File: config.mk
export PLATFORM = sky130hd
export DESIGN_NAME = lat_ram
export DESIGN_NICKNAME = d
export VERILOG_FILES = /design/src/rtl/lat_ram.sv
export SDC_FILE = /design/constraint.sdc
export NUM_CORES = 1
export LEC_CHECK = 0
export BUFFER_PORTS_ARGS = -buffer_cell sky130_fd_sc_hd__buf_2
export CORE_UTILIZATION = 55
export CTS_BUF_LIST = sky130_fd_sc_hd__clkbuf_16
export CTS_CLUSTER_DIAMETER = 150
export DETAILED_ROUTE_END_ITERATION = 7
export PLACE_DENSITY = 0.73
export SLEW_MARGIN = 0
export SYNTH_ARGS = -nofsm -noshare
export SYNTH_HDL_FRONTEND = slang
export SYNTH_SLANG_ARGS = --single-unit
File: constraint.sdc
create_clock -name clk -period 1.9 [get_ports clk]
set_input_delay 0.19 -clock clk [delete_from_list [all_inputs] [get_ports clk]]
set_output_delay 0.19 -clock clk [all_outputs]
set_load 0.02 [all_outputs]
File: src/rtl/lat_ram.sv
module lat_ram #(
  parameter int WIDTH = 8,
  parameter int DEPTH = 16
) (
  input  logic                     clk,
  input  logic                     we,
  input  logic [$clog2(DEPTH)-1:0] waddr,
  input  logic [WIDTH-1:0]         wdata,
  input  logic [$clog2(DEPTH)-1:0] raddr,
  output logic [WIDTH-1:0]         rdata
);

  logic [WIDTH-1:0] mem [DEPTH];

  always_ff @(posedge clk) begin
    if (we) begin
      mem[waddr] <= wdata;
    end
    rdata <= mem[raddr];
  end

endmodule

* After elaboration in Yosys (flattened, before gate mapping)
Memories as Yosys holds them, arrays and structs flattened. A register that Yosys moved wholly into a read port is not among the register bits.
Cells that the tools add are included.
** Word-level totals
- Output and inout port bits :: 8
- Bits in registers :: 0
- Memories kept :: 1
- Bits in writable memories :: 128
** Cells by class
- Mux-type cells :: 2
** Memory list
- mem :: depth 16, width 8, read ports 1, clocked after Yosys merged registers in 1, wr ports 1, RTL line 13 : logic [WIDTH-1:0] mem [DEPTH];
** Operator list (number)
- 2-to-1 mux 1 bit :: 2

* Longest topological paths before layout
Gate-level depths: netlist of run 1.
- Depth after elaboration :: 2
- Depth in mapped cells :: 5
- Depth with buffers taken out :: 3

* Worst setup path after synthesis of run 1
OpenSTA, ideal clock, no wires.
- Kind :: input-to-reg
- Start point :: in waddr[2]
- End point :: mem mem[0][0], enable pin
- Arrival time :: 1300 ps
- Required time :: 1517 ps
- Setup time :: 383 ps
- Path buffers :: 0
- Slack :: 217 ps
- Stages :: 2
- Path through :: or3b_2 > nor3_1
** RTL lines
- from (decl) :: RTL line 7 : input logic [$clog2(DEPTH)-1:0] waddr,
- to (decl) :: RTL line 13
No word-level cell before the write port.

==> impl_metrics.env, run 1 <==
export IMPL_status="finished clean"
export IMPL_area_growth_pct=18.8
export IMPL_intPower_uw=5410
export IMPL_postCtsSetupBuffers=0
export IMPL_ctsHoldBuffers=0
export IMPL_avgSynthCellArea_um2=22.5
export IMPL_gr_total_overflow=0
export IMPL_crit_path_start="mem[1][0]"
export IMPL_swShare_pct=20.3
export IMPL_dp_final_hpwl_um=6040
export IMPL_grt_pass1_wl_um=15100
export IMPL_drcViolationCount=0
export IMPL_post_cts_resize_count=0
export IMPL_r2r_end="rdata[0]"
export IMPL_holdCritPathClass="input pin to flip-flop"
export IMPL_coreArea_mm2=0.00889
export IMPL_wl_per_cell_um=23.8
export IMPL_track_usage_pct=22.6
export IMPL_die_area_mm2=0.00975
export IMPL_clkPwrFrac_pct=45.2
export IMPL_synth_area_mm2=0.00515
export IMPL_cts_root_buffer="clkbuf_16"
export IMPL_worstPathRequired_ns=2.17
export IMPL_power_leakage_uw=0.00213
export IMPL_max_slew_worst_pin_slew_ns=0.532
export IMPL_worst_setup_path_end_kind="flip-flop"
export IMPL_yosys_warnings=0
export IMPL_fmax_ghz=0.705
export IMPL_start_kind="flip-flop"
export IMPL_crit_fanout=1
export IMPL_slew_violations=0
export IMPL_power_switching_uw=1380
export IMPL_nets=307
export IMPL_diodes=0
export IMPL_clk_latency_ns=0.40
export IMPL_stdcell_count=410
export IMPL_drive_gt1_share_pct=32.5
export IMPL_ctsHtreeMaxLevel=4
export IMPL_fin_crit_ns=1.42
export IMPL_cts_sinks=136
export IMPL_vias=2456
export IMPL_dpl_instance_area_mm2=0.00555
export IMPL_ir_drop_v=0.000618
export IMPL_r2r_cells=3
export IMPL_synth_nets=247
export IMPL_design_area_mm2=0.00612
export IMPL_grt_max_degree=25
export IMPL_timing_rr_start="mem[1][0]"
export IMPL_clock_tree_buffer_depth=2
export IMPL_gp_congestion=0.852
export IMPL_cp_endpoint="rdata[0]"
export IMPL_place_inst=378
export IMPL_setup_viol=0
export IMPL_finalSetupTns_ns=0
export IMPL_min_period_over_period_pct=74.7
export IMPL_netlist_instances=229
export IMPL_power_density_mw_per_mm2=1110
export IMPL_slew_headroom_pct=64.4
export IMPL_clk_pin_slew_ns=0.06
export IMPL_vias_per_cell=5.99
export IMPL_cts_tree="yes"
export IMPL_drt_iter0_drc=212
export IMPL_grt_antenna_before_repair=0
export IMPL_max_cap_violations=0
export IMPL_initial_core_util_pct=57.9
export IMPL_drt_first_pass_iters=4
export IMPL_ys_seq_area_share_pct=77.8
export IMPL_clock_skew_final_ns=0.00724
export IMPL_comb_power_share_pct=5.0
export IMPL_finalHoldViolCount=0
export IMPL_port_buffers=25
export IMPL_first_global_vias=2540
export IMPL_num_rows=34
export IMPL_finalWirelength_um=9750
export IMPL_worstSetupPathType="flip-flop to flip-flop"
export IMPL_power_uw=6780
export IMPL_yosysUniqueCellTypes=19
export IMPL_p_seq_share_pct=49.8
export IMPL_num_io_pins=26
export IMPL_die_y_um=98.7
export IMPL_ant_nets=0
export IMPL_rsz0062_at_grt="false"
export IMPL_cts_buffers=17
export IMPL_r2r_slack_ns=0.48
export IMPL_ys_seq_elements=136
export IMPL_cp_arrival_ns=1.69
export IMPL_die_x_um=98.7
-- sequential cells by signal, indices dropped and copies added (netlist names) --
signal,flops
rdata,8
mem,128
-- stage by stage --
stage | util [%] | setup WS, ns | hold slack [ns]
3_5_place_dp | 62.5 | 0.228 | 0.567
2_1_floorplan | - | 0.217 | 0.289
5_1_grt | 68.8 | 0.439 | 0.156
3_3_place_gp | 62.5 | 0.245 | 0.554
4_1_cts | 68.8 | 0.496 | 0.140
6_report | 68.8 | 0.481 | 0.154
-- how the worst min path moves through the flow --
stage	start	endpoint	slack, ns	cells after the start
final	wdata[3]	mem[8][3]	0.15	1
after CTS	wdata[3]	mem[8][3]	0.14	1
after global routing	wdata[3]	mem[8][3]	0.16	1
after global placement	wdata[3]	mem[15][3]	0.55	1
after floorplan	wdata[0]	mem[0][0]	0.29	0
after detailed placement	wdata[3]	mem[11][3]	0.57	1
-- power by group through the flow --
stage	registers [µW]	logic, µW	clock network, µW
6_report	3370	339	3070
3_5_place_dp	3440	342	0
2_1_floorplan	3460	170	0
3_3_place_gp	3430	334	0
4_1_cts	3380	344	3090
5_1_grt	3380	367	3220
-- cells in the mapped netlist --
cell type        number  area [µm²]
nand3b_1              2        15.0
mux4_1               14         368
buf_4                 1        7.51
nand3_1               1        5.00
or3b_2                1        8.76
nor3_1                4        20.0
and2b_1               1        7.51
dfxtp_1               8         160
buf_2                 3        15.0
buf_6                 3        33.8
mux4_2               18         405
nand2_1               9        33.8
nor2_1               13        48.8
nor2b_1               1        6.26
a22oi_1              16         120
edfxtp_1            128        3840
and2_1                1        6.26
clkdlybuf4s25_2       3        30.0
nand2b_1              2        12.5
-- routing by layer --
metal  vias up  wire [µm]  GRT usage, %
li1       1100          -             -
met1      1235       4050          31.6
met2       100       4750          34.1
met3        21        712          5.89
met4         0        231          9.99
met5         -          0             0
-- logic make-up (layout without fill, tap and decap cells) --
group | after synthesis | after routing | synth area share [%]
flops | 136 | 136 | 77.8
compound gates | 16 | 16 | 2.33
mux | 32 | 32 | 15.0
buf+inv | 10 | 83 | 1.68
simple gates | 35 | 35 | 3.18
-- layout by cell type, fill, tap and decap left out, types with 4 or more instances in the layout --
cell	instances
nor2_1	13
mux4_2	18
nor3_1	4
clkbuf_16	17
buf_4	23
a22oi_1	16
mux4_1	14
clkinv_2	4
buf_2	25
nand2_1	9
edfxtp_1	128
dfxtp_1	8
-- final cells by class --
class,instances,area (µm²)
fill,528,2770
tap,108,135
sequential,136,4000
clock buffer,17,425
timing repair buffer,51,358
multi-input combinational,83,1060
clock inverter,15,138
-- critical path, stage by stage, from the launching register on --
cell and delay [ns]:
edfxtp_1 0.34, mux4_1 0.51, a22oi_1 0.31, nand2_1 0.12
Note: power is estimated with default switching activity, not from simulation.
==> run 2: changes to the inputs <==
==> constraint.sdc (replaced) <==
create_clock -name clk -period 1.4 [get_ports clk]
set_input_delay 0.14 -clock clk [delete_from_list [all_inputs] [get_ports clk]]
set_output_delay 0.14 -clock clk [all_outputs]
set_load 0.02 [all_outputs]
==> impl_metrics.env, run 2 (synthesized netlist as in run 1, its figures left out) <==
export IMPL_cp_arrival_ns=1.64
export IMPL_dp_final_hpwl_um=6100
export IMPL_cts_buffers=17
export IMPL_ctsHtreeMaxLevel=4
export IMPL_ir_drop_v=0.000927
export IMPL_power_leakage_uw=0.00211
export IMPL_power_uw=9100
export IMPL_fmax_ghz=0.742
export IMPL_slew_violations=0
export IMPL_wl_per_cell_um=22.9
export IMPL_drive_gt1_share_pct=33.1
export IMPL_die_y_um=98.7
export IMPL_vias=2506
export IMPL_worstPathRequired_ns=1.69
export IMPL_cpPeakStageDelay_ns=0.56
export IMPL_holdCritPathClass="input pin to flip-flop"
export IMPL_dpl_instance_area_mm2=0.00557
export IMPL_die_area_mm2=0.00975
export IMPL_final_cell_mix="128 x edfxtp_1, 25 x buf_2, 24 x buf_4"
export IMPL_drcViolationCount=0
export IMPL_vias_per_cell=6.11
export IMPL_track_usage_pct=21.8
export IMPL_gp_congestion=0.760
export IMPL_area_growth_pct=18.9
export IMPL_diodes=0
export IMPL_cts_sinks=136
export IMPL_postCtsSetupBuffers=0
export IMPL_reg_top3="mem x128, rdata x8"
export IMPL_crit_fanout=1
export IMPL_max_slew_worst_pin_slew_ns=0.757
export IMPL_worst_path_buf_inv=0
export IMPL_regMostFlops="mem"
export IMPL_num_io_pins=26
export IMPL_cts_root_buffer="clkbuf_16"
export IMPL_final_common_cell="edfxtp_1"
export IMPL_grt_max_degree=25
export IMPL_first_global_vias=2571
export IMPL_cpMaxStageDelayCell="mux4_1"
export IMPL_coreArea_mm2=0.00889
export IMPL_grt_pass1_wl_um=14600
export IMPL_largest_reg_flops=128
export IMPL_clock_tree_buffer_depth=2
export IMPL_min_period_over_period_pct=96.3
export IMPL_status="finished clean"
export IMPL_finalWirelength_um=9410
export IMPL_ant_nets=0
export IMPL_fin_crit_ns=1.35
export IMPL_finalHoldViolCount=0
export IMPL_worstSetupPathType="flip-flop to flip-flop"
export IMPL_grt_antenna_before_repair=0
export IMPL_clk_pin_slew_ns=0.05
export IMPL_setup_viol=0
export IMPL_die_x_um=98.7
export IMPL_port_buffers=25
export IMPL_drt_iter0_drc=269
export IMPL_rsz0062_at_grt="false"
export IMPL_gr_total_overflow=0
export IMPL_power_density_mw_per_mm2=1490
export IMPL_clk_latency_ns=0.40
export IMPL_start_kind="flip-flop"
export IMPL_clock_skew_final_ns=0.00957
export IMPL_worst_setup_path_end_kind="flip-flop"
export IMPL_cp_top_family="multiplexers"
export IMPL_crit_chain="mux4_1 -> a22oi_2 -> nand2_1"
export IMPL_cts_tree="yes"
export IMPL_drt_first_pass_iters=4
export IMPL_max_cap_violations=0
export IMPL_num_rows=34
export IMPL_initial_core_util_pct=57.9
export IMPL_nets=308
export IMPL_design_area_mm2=0.00612
export IMPL_slew_headroom_pct=49.3
==> run 2: worst paths after layout <==
| check | from | endpoint | slack, ns | cells past startpoint |
|---|---|---|---|---|
| min | wdata[1] | mem[0][1] | 0.11 | 1 |
| max reg2reg | mem[1][3] | rdata[3] | 0.05 | 3 |
| max | mem[1][3] | rdata[3] | 0.05 | 3 |
| min reg2reg | mem[14][4] | rdata[4] | 0.67 | 3 |
==> run 2: routing by layer <==
layer  global-route usage [%]  vias to the layer above  share of wire, %
met1                     29.1                     1285                42
met3                     6.52                       11               6.6
met4                     8.15                        0               1.0
met5                        0                        -                 0
li1                         -                     1094                 -
met2                     34.4                      116                50
==> run 2: area by class of cell <==
class | instances | area [µm²]
clock buffers | 17 | 425
clock inverters | 14 | 119
fillers | 540 | 2770
multi-input cells | 83 | 1070
flip-flops and latches | 136 | 4000
well taps | 108 | 135
repair buffers | 52 | 365
==> run 2: what timing repair did <==
item,CTS,global route
hold buffers,0,0
pin swaps,0,1
endpoints found under the setup margin,1,3
resized for setup,1,3
hold endpoints to repair,0,0
==> run 2: per-stage QoR <==
stage / util, % / setup WS [ns] / hold WS, ns / TNS, ns / instances
finish: 68.9 / 0.0519 / 0.114 / 0 / 410
floorplan: - / -0.00615 / 0.239 / -0.147 / 229
detailed placement: 62.6 / -0.196 / 0.535 / -1.27 / 379
global route: 68.9 / 0.00600 / 0.111 / 0 / 410
global placement: 62.6 / -0.174 / 0.515 / -0.921 / 379
CTS: 68.8 / 0.00285 / 0.108 / 0 / 410
==> run 2: report_power, final <==
group,switching (µW),internal (µW),leakage (µW),total [µW]
Sequential,25.2,4550,0.00122,4580
Combinational,269,203,0.000622,472
Clock,1500,2550,0.000268,4050
