`config.mk`:
```
export PLATFORM = sky130hd
export DESIGN_NAME = lat_row_rule
export DESIGN_NICKNAME = d
export VERILOG_FILES = /design/src/rtl/lat_pkg.sv /design/src/rtl/lat_row_rule.sv
export SDC_FILE = /design/constraint.sdc
export NUM_CORES = 1
export LEC_CHECK = 0
export ABC_AREA = 1
export BUFFER_PORTS_ARGS = -buffer_cell sky130_fd_sc_hd__buf_2
export CORE_MARGIN = 2
export CORE_UTILIZATION = 57
export DETAILED_ROUTE_END_ITERATION = 10
export GPL_TIMING_DRIVEN = 0
export PLACE_DENSITY_LB_ADDON = 0.15
export SLEW_MARGIN = 20
export SYNTH_ARGS = -nofsm -noshare
export SYNTH_HDL_FRONTEND = slang
export SYNTH_SLANG_ARGS = --single-unit
```
`constraint.sdc`:
```
create_clock -name vclk -period 8
set_input_delay 1.6 -clock vclk [all_inputs]
set_output_delay 1.6 -clock vclk [all_outputs]
set_load 0.05 [all_outputs]
```
`src/rtl/lat_pkg.sv`:
```
package lat_pkg;

  localparam int ROWS  = 64;
  localparam int COLS  = 64;
  localparam int ROW_W = $clog2(ROWS);
  localparam int COL_W = $clog2(COLS);
  localparam int CNT_W = $clog2(ROWS + 2);

  typedef logic [COLS-1:0] row_t;

endpackage

```
`src/rtl/lat_row_rule.sv`:
```
module lat_row_rule import lat_pkg::*; (
  input  row_t upper,
  input  row_t mid,
  input  row_t lower,
  output row_t next_row
);

  for (genvar c = 0; c < COLS; c++) begin : g_lane
    localparam int L = (c == 0) ? COLS - 1 : c - 1;
    localparam int R = (c == COLS - 1) ? 0 : c + 1;
    logic [3:0] sum;

    assign sum = 4'(upper[L]) + 4'(upper[c]) + 4'(upper[R])
               + 4'(mid[L])   + 4'(mid[R])
               + 4'(lower[L]) + 4'(lower[c]) + 4'(lower[R]);
    assign next_row[c] = (sum == 4'd3) | (mid[c] & (sum == 4'd2));
  end

endmodule

```
; After elaboration in Yosys (flattened, before gate mapping)
; Cells that the tools add are included.
[totals]
register_bits = 0
latch_bits = 0
ram_bits = 0
mem_bits_ro = 0
input_bits = 192
output_inout_bits = 64
word_cells = 704
mem_count = 0
[classes]
n_addsub = 448
n_mul = 0
div = 0
magnitude_cmp = 0
eq_ne = 128
shift = 0
n_mux = 0
bitwise_logic = 128
n_reduce_logical = 0
[op_table]
columns = cell, n
row1 = $add 4x1->4, 256
row2 = $eq 4x2->1 const B, 128
row3 = $add 3x1->4, 64
row4 = $add 2x1->3, 64
row5 = $add 1x1->2, 64
row6 = $and 1x1->1, 64
row7 = $or 1x1->1, 64

; Longest topological paths before layout
; Gate-level depths: netlist of run 1.
[logic_depth]
ltp_word = 10
depth_mapped = 11
ltp_nobuf = 11

; Worst setup path before layout of run 1
; Ideal clock, no wire load.
[synth_timing]
path_type = in2out
startpoint = in upper[0]
endpoint = out next_row[0]
arrival_ps = 4675
t_required_ps = 6400
path_slack_ps = 1725
stages = 9
path_buffers = 0
cell_sequence = inv_1 fa_1 fa_1 fa_1 inv_1 ha_1 fa_1 nand3_1 a21oi_1
[synth_between]
elab_chain_len = 10
word_cells_on_any_way = 11
classes_between = add/sub (7) / eq/ne (2) / bitwise (2)
[synth_lines]
columns = item, line_no
row1 = from (decl), lat_row_rule.sv:2  ; input row_t upper,
row2 = $add 1x1->2 (*), lat_row_rule.sv:13  ; assign sum = 4'(upper[L]) + 4'(upper[c]) + 4'(upper[R])
row3 = $add 2x1->3 (*), lat_row_rule.sv:13
row4 = $add 3x1->4 (*), lat_row_rule.sv:14  ; + 4'(mid[L]) + 4'(mid[R])
row5 = $add 4x1->4 (*), lat_row_rule.sv:14
row6 = $add 4x1->4 (*) (3 in series), lat_row_rule.sv:15  ; + 4'(lower[L]) + 4'(lower[c]) + 4'(lower[R]);
row7 = $eq 4x2->1, lat_row_rule.sv:16  ; assign next_row[c] = (sum == 4'd3) | (mid[c] & (sum == 4'd2));
row8 = $and 1x1->1, lat_row_rule.sv:16
row9 = $or 1x1->1 (*), lat_row_rule.sv:16
row10 = to (decl), lat_row_rule.sv:5  ; output row_t next_row
; Mark *: on every way between the ends. The rest lies on a longest branch, timed or not.

; Worst setup path after layout of run 1
[layout_timing]
startpoint = in upper[51]
endpoint = out next_row[52]
; The elaborated chain is that of the path after synthesis.

==> flow_summary.toml, run 1 <==
[timing]
totalNegativeSetupSlack_ns = 0
fmaxAchievable_mhz = 162
finalWorstPathRequiredPeriod_ns = 6.16
slew_viol_final = 0
min_period_over_period = 0.771
worstMarginPinSlew_ns = 0.296
grt_setup_unrepaired = "false"
timing_hold_violations_final = 0
finalSetupViolations = 0
worst_slew_margin_rel = 0.804

[cells_and_area]
area.sequential_sq_um = 0
final_area_sq_um = 13200
final_layout_size_suffix_gt1_frac = 0.148
syn_to_final_growth_pct = 14.0
num-clock-buffers = 0
nets = 2369
layout.core_utilization = 0.658
nFlopsAndLatches = 0

[synth]
syn_inst = 1471
yosys_warnings = 0
compound_gate_portion_of_the_synthesized_area = 0.0276
synth_top_area_cell = "sky130_fd_sc_hd__fa_1"
syn_area_per_cell_sq_um = 7.89
yosys.cell_types.count = 6
most_numerous_cell_in_the_yosys_netlist = "sky130_fd_sc_hd__inv_1"
synth-simple-area-share = 0.117
synth.cells.most_frequent = "sky130_fd_sc_hd__inv_1 (639), sky130_fd_sc_hd__fa_1 (256), sky130_fd_sc_hd__ha_1 (192), sky130_fd_sc_hd__nand2_1 (192), sky130_fd_sc_hd__nand3_1 (128)"
synth_adder_area_share = 0.648
synth_top_cell_area_share = 0.442
synthTopCellsByArea = "sky130_fd_sc_hd__fa_1 (44%), sky130_fd_sc_hd__ha_1 (21%), sky130_fd_sc_hd__inv_1 (21%)"
synth_fp_nets = 2111
main_combinational_cell_family_by_area_after_synthesis = "adder cells"
total_standard_cell_area_after_synthesis_sq_um = 11600
seq_area_frac_synth = 0
area_share_of_xor_xnor_cells_in_the_synthesized_design = 0
synth.mux.area_fraction = 0

[critical_path]
path_max_fanout = 2
arrival_ns = 4.56
crit_path_cell_trace = "buf_2, inv_1, fa_1, fa_1, fa_1, inv_1, ha_1, fa_1, nand3_1, a21oi_1, buf_2"
crit_path_max_incr_delay_ns = 0.57
critical-path-top-cell-by-count = "sky130_fd_sc_hd__fa_1"
crit_path_start_kind = "input pin"
critical_path.slowest_cell = "sky130_fd_sc_hd__fa_1"
endpoint_kind = "output pin"
crit_required_ns = 6.40
worstSetupPathType = "in2out"

[clock_network]
post_cts_hold_buffers = 0
post_cts_resize_count = 0
cts.repair_timing.setup_buffer_count = 0

[flow_run]
maxCapViolations = 0

[route]
ant_nets = 0
remaining_design_rule_violation_count = 0
route.final.wire_length_microns = 21700
routedWlPerCell_microns = 10.9
viasPerCell = 4.53
drt_first_pass_iters = 5
detail_route.iter0.violations = 176
routed-via-count = 9058

[pwr]
power.ir.vdd_worst_v = 0.000128
power.density_cell_area_nw_per_um2 = 168
leakagePower_nw = 8.30
totalPowerFinal_mw = 2.22

[worst_hold_path]
timing.hold.worst.start = "mid[7]"
hold_path_end = "next_row[7]"
hold_path.class = "in2out"
min_delay_path_depth = 6

[placed_design]
gp_routability_congestion = 0.835
numPortBuffers = 256
postPlaceCellArea_sq_um = 13200
post-dp-hpwl_microns = 21200

[floorplan]
floorplan.io_pins = 256
floorplan.core_area_sq_um = 20100
floorplan.die.height_microns = 147
floorplan.die_area_sq_um = 21500
start_util = 0.577
die_width_microns = 147
placement_rows = 52

[global_route]
grt_pass1_wl_microns = 39600
grt_util_all_layers = 0.214
grt_pass1_vias = 9584
grt_antenna_before_repair = 3
maximum_number_of_pins_on_one_net_before_global_route_repair = 4
gr-total-overflow = 0

[outcome]
outcome = "finished, final reports clean"
==> cells by family after synthesis <==
logic type      Yosys count
buf+inv                 639
fa+ha+maj               448
simple gates            320
compound gates           64
==> routing by layer <==
| metal | GRT usage | part of all wire | wire (microns) |
|---|---|---|---|
| met5 | 0 | 0 | 0 |
| met4 | 0.0189 | 0.011 | 238 |
| met3 | 0.0174 | 0.049 | 1060 |
| met2 | 0.403 | 0.50 | 10900 |
| met1 | 0.281 | 0.44 | 9520 |
==> layout by cell type, fill, tap and decap left out <==
cell type,count
sky130_fd_sc_hd__a21oi_1,64
sky130_fd_sc_hd__ha_1,192
sky130_fd_sc_hd__nand3_1,128
sky130_fd_sc_hd__diode_2,2
sky130_fd_sc_hd__inv_1,639
sky130_fd_sc_hd__buf_2,256
sky130_fd_sc_hd__fa_1,256
sky130_fd_sc_hd__nand2_1,192
==> worst max-delay path by stage <==
stage	from	endpoint	slack, ns	cells after the start
after CTS	upper[3]	next_row[4]	1.82	11
after floorplan	upper[0]	next_row[0]	1.73	9
after global routing	upper[0]	next_row[0]	1.69	12
after detailed placement	upper[0]	next_row[0]	1.84	11
final	upper[51]	next_row[52]	1.84	11
after global placement	upper[3]	next_row[4]	1.86	11
==> critical path: cells and delay by family <==
kind                       cells  cell delay (ns)
and+or+nand+nor                1             0.07
buffers and inverters          4             0.52
AOI/OAI and AO/OA              1             0.19
adders and majority gates      5             2.19
==> per-stage QoR <==
step	setup slack, ns	hold WS, ns	cells
final	1.84	3.77	1999
after global routing	1.69	3.80	1999
after CTS	1.82	3.78	1997
after detailed placement	1.84	3.78	1997
after global placement	1.86	3.77	1997
after floorplan	1.73	3.58	1471
==> area by class of cell <==
class	instances	area, sq um
antenna	2	5.00
fill	1734	6870
inverter	639	2400
multi-input combinational	832	9210
tap	270	338
timing repair buffer	256	1280
==> report_power, final <==
| group | switching, mW | internal, mW | leakage [nW] | total [mW] |
|---|---|---|---|---|
| clock network | 0 | 0.0000000334 | 0.0000127 | 0.0000000334 |
| logic | 1.44 | 0.781 | 8.30 | 2.22 |
| registers | 0 | 0 | 0 | 0 |
| total | 1.44 | 0.781 | 8.30 | 2.22 |
Power figures use the tool's default switching activity.
==> run 2: changes to the inputs <==
Settings changed: ABC_AREA 1 to 0.
Clock period 8 ns to 6.05 ns, I/O delays scaled along.
==> run 2 against run 1 <==
  * Synthesized cell count down 17%
  * Count of clock-buffer cells in the layout unchanged
  * Area after synthesis shrank 6.2%
  * Worst hold slack lost 0.87 ns
  * Critical path depth unchanged
  * Total power rose by 17%
  * Final area decreased by 5.8%
  * Sequential share of layout area unchanged
  * First-iteration DRC count is 23% lower
  * Global-route usage decreased by 0.79 points
  * Highest routed layer is now met5
==> flow_summary.toml, run 2 <==
[cells_and_area]
layout_commonest_cell = "sky130_fd_sc_hd__inv_1"
num-clock-buffers = 0
nFlopsAndLatches = 0
area.sequential_sq_um = 0
highest_count_cells_in_the_layout_ignoring_fill_and_taps = "sky130_fd_sc_hd__inv_1 (447), sky130_fd_sc_hd__fa_1 (256), sky130_fd_sc_hd__buf_2 (256)"
layout.core_utilization = 0.667
nets = 2113
final_area_sq_um = 12500
syn_to_final_growth_pct = 14.5
post_layout_nonfiller_instances = 1708
nFillCells = 1591
final_layout_size_suffix_gt1_frac = 0.174

[placed_design]
gp_routability_congestion = 0.829
post-dp-hpwl_microns = 19800
numPortBuffers = 256
post-place-cells = 1705
place_worst_setup_slack_ns = 0.606
postPlaceCellArea_sq_um = 12500

[critical_path]
critical-path-top-cell-by-count = "sky130_fd_sc_hd__fa_1"
crit_path_max_incr_delay_ns = 0.56
arrival_ns = 4.24
critical_path.slowest_cell = "sky130_fd_sc_hd__fa_1"
crit_required_ns = 4.84
crit_path_cell_trace = "buf_2, inv_1, fa_1, fa_1, fa_1, inv_1, ha_1, fa_1, or2_0, a21oi_1, buf_2"
worstPathBufferInverterCount = 4
crit_path_start_kind = "input pin"
endpoint_kind = "output pin"
path_max_fanout = 2
worstSetupPathType = "in2out"
timing.critical_path.max_delay_family = "adder cells"

[route]
top_signal_layer_used = "met5"
wl_met2_microns = 9880
route.final.wire_length_microns = 20000
routed-via-count = 8220
detail_route.iter0.violations = 135
ant_nets = 0
wl_met1_microns = 8670
viasPerCell = 4.81
remaining_design_rule_violation_count = 0
drt_first_pass_iters = 4
routedWlPerCell_microns = 11.7
route.met3.wl_microns = 1130

[clock_network]
cts.repair_timing.setup_buffer_count = 0
post_cts_hold_buffers = 0
post_cts_resize_count = 0

[floorplan]
start_util = 0.582
floorplan.core_area_sq_um = 18700
floorplan.io_pins = 256
floorplan.die.height_microns = 142
placement_rows = 50
die_width_microns = 142
floorplan.die_area_sq_um = 20200

[timing]
min_period_over_period = 0.901
worst_path_setup_slack_after_routing_ns = 0.598
grt_setup_unrepaired = "false"
worstMarginPinSlew_ns = 0.281
slew_viol_final = 0
finalWorstPathRequiredPeriod_ns = 5.45
final.hold.worst_slack_ns = 2.90
totalNegativeSetupSlack_ns = 0
finalSetupViolations = 0
worst_slew_margin_rel = 0.814
timing_hold_violations_final = 0
fmaxAchievable_mhz = 183

[global_route]
grt_antenna_before_repair = 4
maximum_number_of_pins_on_one_net_before_global_route_repair = 4
gr-total-overflow = 0
grt_pass1_vias = 8514
grt_pass1_wl_microns = 35200
grt_util_all_layers = 0.206

[pwr]
power.density_cell_area_nw_per_um2 = 209
leakagePower_nw = 7.32
totalPowerFinal_mw = 2.61
power.ir.vdd_worst_v = 0.000174

[synth]
most_numerous_cell_in_the_yosys_netlist = "sky130_fd_sc_hd__inv_1"
yosys_warnings = 0
synth_fp_nets = 1855
synth_top_area_cell = "sky130_fd_sc_hd__fa_1"
yosys.cell_types.count = 8
synthTopCellsByArea = "sky130_fd_sc_hd__fa_1 (47%), sky130_fd_sc_hd__ha_1 (22%), sky130_fd_sc_hd__inv_1 (15%)"
syn_area_per_cell_sq_um = 8.96
synth_top_cell_area_share = 0.471
seq_area_frac_synth = 0
synth.cells.most_frequent = "sky130_fd_sc_hd__inv_1 (447), sky130_fd_sc_hd__fa_1 (256), sky130_fd_sc_hd__ha_1 (192), sky130_fd_sc_hd__a21oi_1 (128)"
syn_inst = 1215
total_standard_cell_area_after_synthesis_sq_um = 10900

[outcome]
outcome = "finished, final reports clean"

[flow_run]
maxCapViolations = 0

[worst_hold_path]
hold_path.class = "in2out"
[run 2: cell types whose count changed after synthesis]
| cell | change |
|---|---|
| sky130_fd_sc_hd__inv_1 | -192 |
| sky130_fd_sc_hd__o21ai_0 | +64 |
| sky130_fd_sc_hd__nand3_1 | -64 |
| sky130_fd_sc_hd__a21oi_1 | +64 |
| sky130_fd_sc_hd__or2_0 | +15 |
| sky130_fd_sc_hd__nand2_1 | -192 |
| sky130_fd_sc_hd__or2_1 | +49 |
[run 2: worst paths after layout]
kind | start | endpoint | slack [ns] | depth (start not counted)
setup / recovery | upper[48] | next_row[49] | 0.60 | 11
hold / removal | mid[12] | next_row[12] | 2.90 | 4
[run 2: area by class of cell]
cell class	instances	area, sq um	share of cell area
Multi-Input combinational cell	768	9210	0.739
Inverter	447	1680	0.135
Timing Repair Buffer	256	1280	0.103
Tap cell	234	293	0.0235
Antenna cell	3	7.51	0.000602
[run 2: routing by layer]
layer  track usage  up-vias
li1              -     4171
met1         0.269     3856
met2         0.377      167
met3        0.0262       24
met4        0.0305        2
met5             0        -
[run 2: where the power goes]
group	total (mW)	switching, mW	internal, mW
Sequential	0	0	0
Combinational	2.61	1.68	0.932
Clock	0.0000000663	0	0.0000000663
Total	2.61	1.68	0.932
[run 2: logic make-up after synthesis]
group,after synthesis,share of synthesized area
compound gates,192,0.0883
fa+ha+maj,448,0.691
buf+inv,447,0.154
simple gates,128,0.0662
==> run 3: changes to the inputs <==
Settings changed: CORE_UTILIZATION 57 to 55.
==> run 3 against run 2 <==
  * Worst setup slack improved by 0.044 ns
  * Combinational power about the same
  * Utilization decreased by 2.4 points
  * Count of clock-buffer cells in the layout unchanged
  * Total power about the same
  * Via count decreased by 0.15%
  * Critical path type unchanged
  * Largest power group unchanged
  * Highest routed layer unchanged
==> flow_summary.toml, run 3 (synthesis results as in run 2) <==
[floorplan]
die_width_microns = 145
placement_rows = 51
floorplan.die.height_microns = 145
floorplan.core_area_sq_um = 19500
floorplan.io_pins = 256
start_util = 0.559
floorplan.die_area_sq_um = 20900

[timing]
finalWorstPathRequiredPeriod_ns = 5.41
grt_setup_unrepaired = "false"
slew_viol_final = 0
worst_slew_margin_rel = 0.809
totalNegativeSetupSlack_ns = 0
timing_hold_violations_final = 0
min_period_over_period = 0.894
fmaxAchievable_mhz = 185
worst_path_setup_slack_after_routing_ns = 0.641
worstMarginPinSlew_ns = 0.288
finalSetupViolations = 0

[worst_hold_path]
hold_path.class = "in2out"

[placed_design]
postPlaceCellArea_sq_um = 12500
post-dp-hpwl_microns = 19900
place_worst_setup_slack_ns = 0.621
gp_routability_congestion = 0.795
numPortBuffers = 256

[route]
viasPerCell = 4.73
remaining_design_rule_violation_count = 0
detail_route.iter0.violations = 132
ant_nets = 0
route.final.wire_length_microns = 20200
routedWlPerCell_microns = 11.6
routed-via-count = 8208
drt_first_pass_iters = 4

[global_route]
globalRouteMet3Util = 0.0303
use_met1 = 0.265
grt_antenna_before_repair = 3
gr-total-overflow = 0
grt_util_all_layers = 0.199
grt_most_used_layer = "met2"
grt_pass1_wl_microns = 34800
use_met2 = 0.361
maximum_number_of_pins_on_one_net_before_global_route_repair = 4
grt_pass1_vias = 8276

[pwr]
p_seq_frac = 0
internal_cell_power_uw = 930
comb_power_share = 1.000
leakagePower_nw = 7.32
swShare = 0.643
power.density_cell_area_nw_per_um2 = 209
clock_power_share = 0
power.ir.vdd_worst_v = 0.000180
switchingPower_mw = 1.68

[critical_path]
crit_required_ns = 4.84
worstPathBufferInverterCount = 4
critical_path.slowest_cell = "sky130_fd_sc_hd__fa_1"
critical-path-top-cell-by-count = "sky130_fd_sc_hd__fa_1"
timing.critical_path.max_delay_family = "adder cells"
worstSetupPathType = "in2out"
crit_path_max_incr_delay_ns = 0.50
path_max_fanout = 2
arrival_ns = 4.20
endpoint_kind = "output pin"
crit_path_cell_trace = "buf_2, inv_1, fa_1, fa_1, fa_1, inv_1, ha_1, fa_1, or2_1, a21oi_1, buf_2"
crit_path_start_kind = "input pin"

[flow_run]
maxCapViolations = 0

[cells_and_area]
area.sequential_sq_um = 0
nFlopsAndLatches = 0
layout.core_utilization = 0.642
final_layout_size_suffix_gt1_frac = 0.174
num-clock-buffers = 0
highest_count_cells_in_the_layout_ignoring_fill_and_taps = "sky130_fd_sc_hd__inv_1 (447), sky130_fd_sc_hd__fa_1 (256), sky130_fd_sc_hd__buf_2 (256)"
nets = 2113
nFillCells = 1661
layout_commonest_cell = "sky130_fd_sc_hd__inv_1"
final_area_sq_um = 12500
syn_to_final_growth_pct = 14.8

[clock_network]
post_cts_resize_count = 0
post_cts_hold_buffers = 0
cts.repair_timing.setup_buffer_count = 0

[outcome]
outcome = "finished, final reports clean"
-- run 3: changes by cell type in the layout (fill, tap and decap cells not counted) --
cell / change
sky130_fd_sc_hd__diode_2: -2
-- run 3: path summary, 6_finish.rpt --
path,start,endpoint,slack [ns],depth (start not counted)
worst max-delay path,upper[24],next_row[24],0.64,11
worst min-delay path,mid[18],next_row[18],2.89,4
-- run 3: per-stage QoR --
step / cells / hold slack (ns) / total power, mW
floorplan: 1215 / 2.74 / 2.03
finish: 1737 / 2.89 / 2.61
detailed placement: 1736 / 2.89 / 2.63
CTS: 1736 / 2.89 / 2.65
global placement: 1736 / 2.89 / 2.54
global route: 1737 / 2.93 / 3.01
-- run 3: final cells by class --
| cell class | count | area (sq um) | area share |
|---|---|---|---|
| Tap cell | 265 | 332 | 0.0265 |
| Inverter | 447 | 1680 | 0.134 |
| Antenna cell | 1 | 2.50 | 0.000200 |
| Timing Repair Buffer | 256 | 1280 | 0.102 |
| Multi-Input combinational cell | 768 | 9210 | 0.737 |
-- run 3: worst min-delay path, stage by stage --
cell and delay, ns:
sky130_fd_sc_hd__buf_2 0.10, sky130_fd_sc_hd__o21ai_0 0.13, sky130_fd_sc_hd__a21oi_1 0.04, sky130_fd_sc_hd__buf_2 0.20
-- run 3: power groups by stage --
stage,combinational [mW],sequential [mW],clock (mW)
floorplan,2.03,0,0
global placement,2.54,0,0
detailed placement,2.63,0,0
CTS,2.65,0,0
global route,3.01,0,0.0000000221
finish,2.61,0,0.0000000221
-- run 3: routing by layer --
| metal | wire (microns) | share of wire |
|---|---|---|
| met1 | 8740 | 0.43 |
| met2 | 9930 | 0.49 |
| met3 | 1250 | 0.062 |
| met4 | 218 | 0.011 |
| met5 | 27 | 0.0013 |
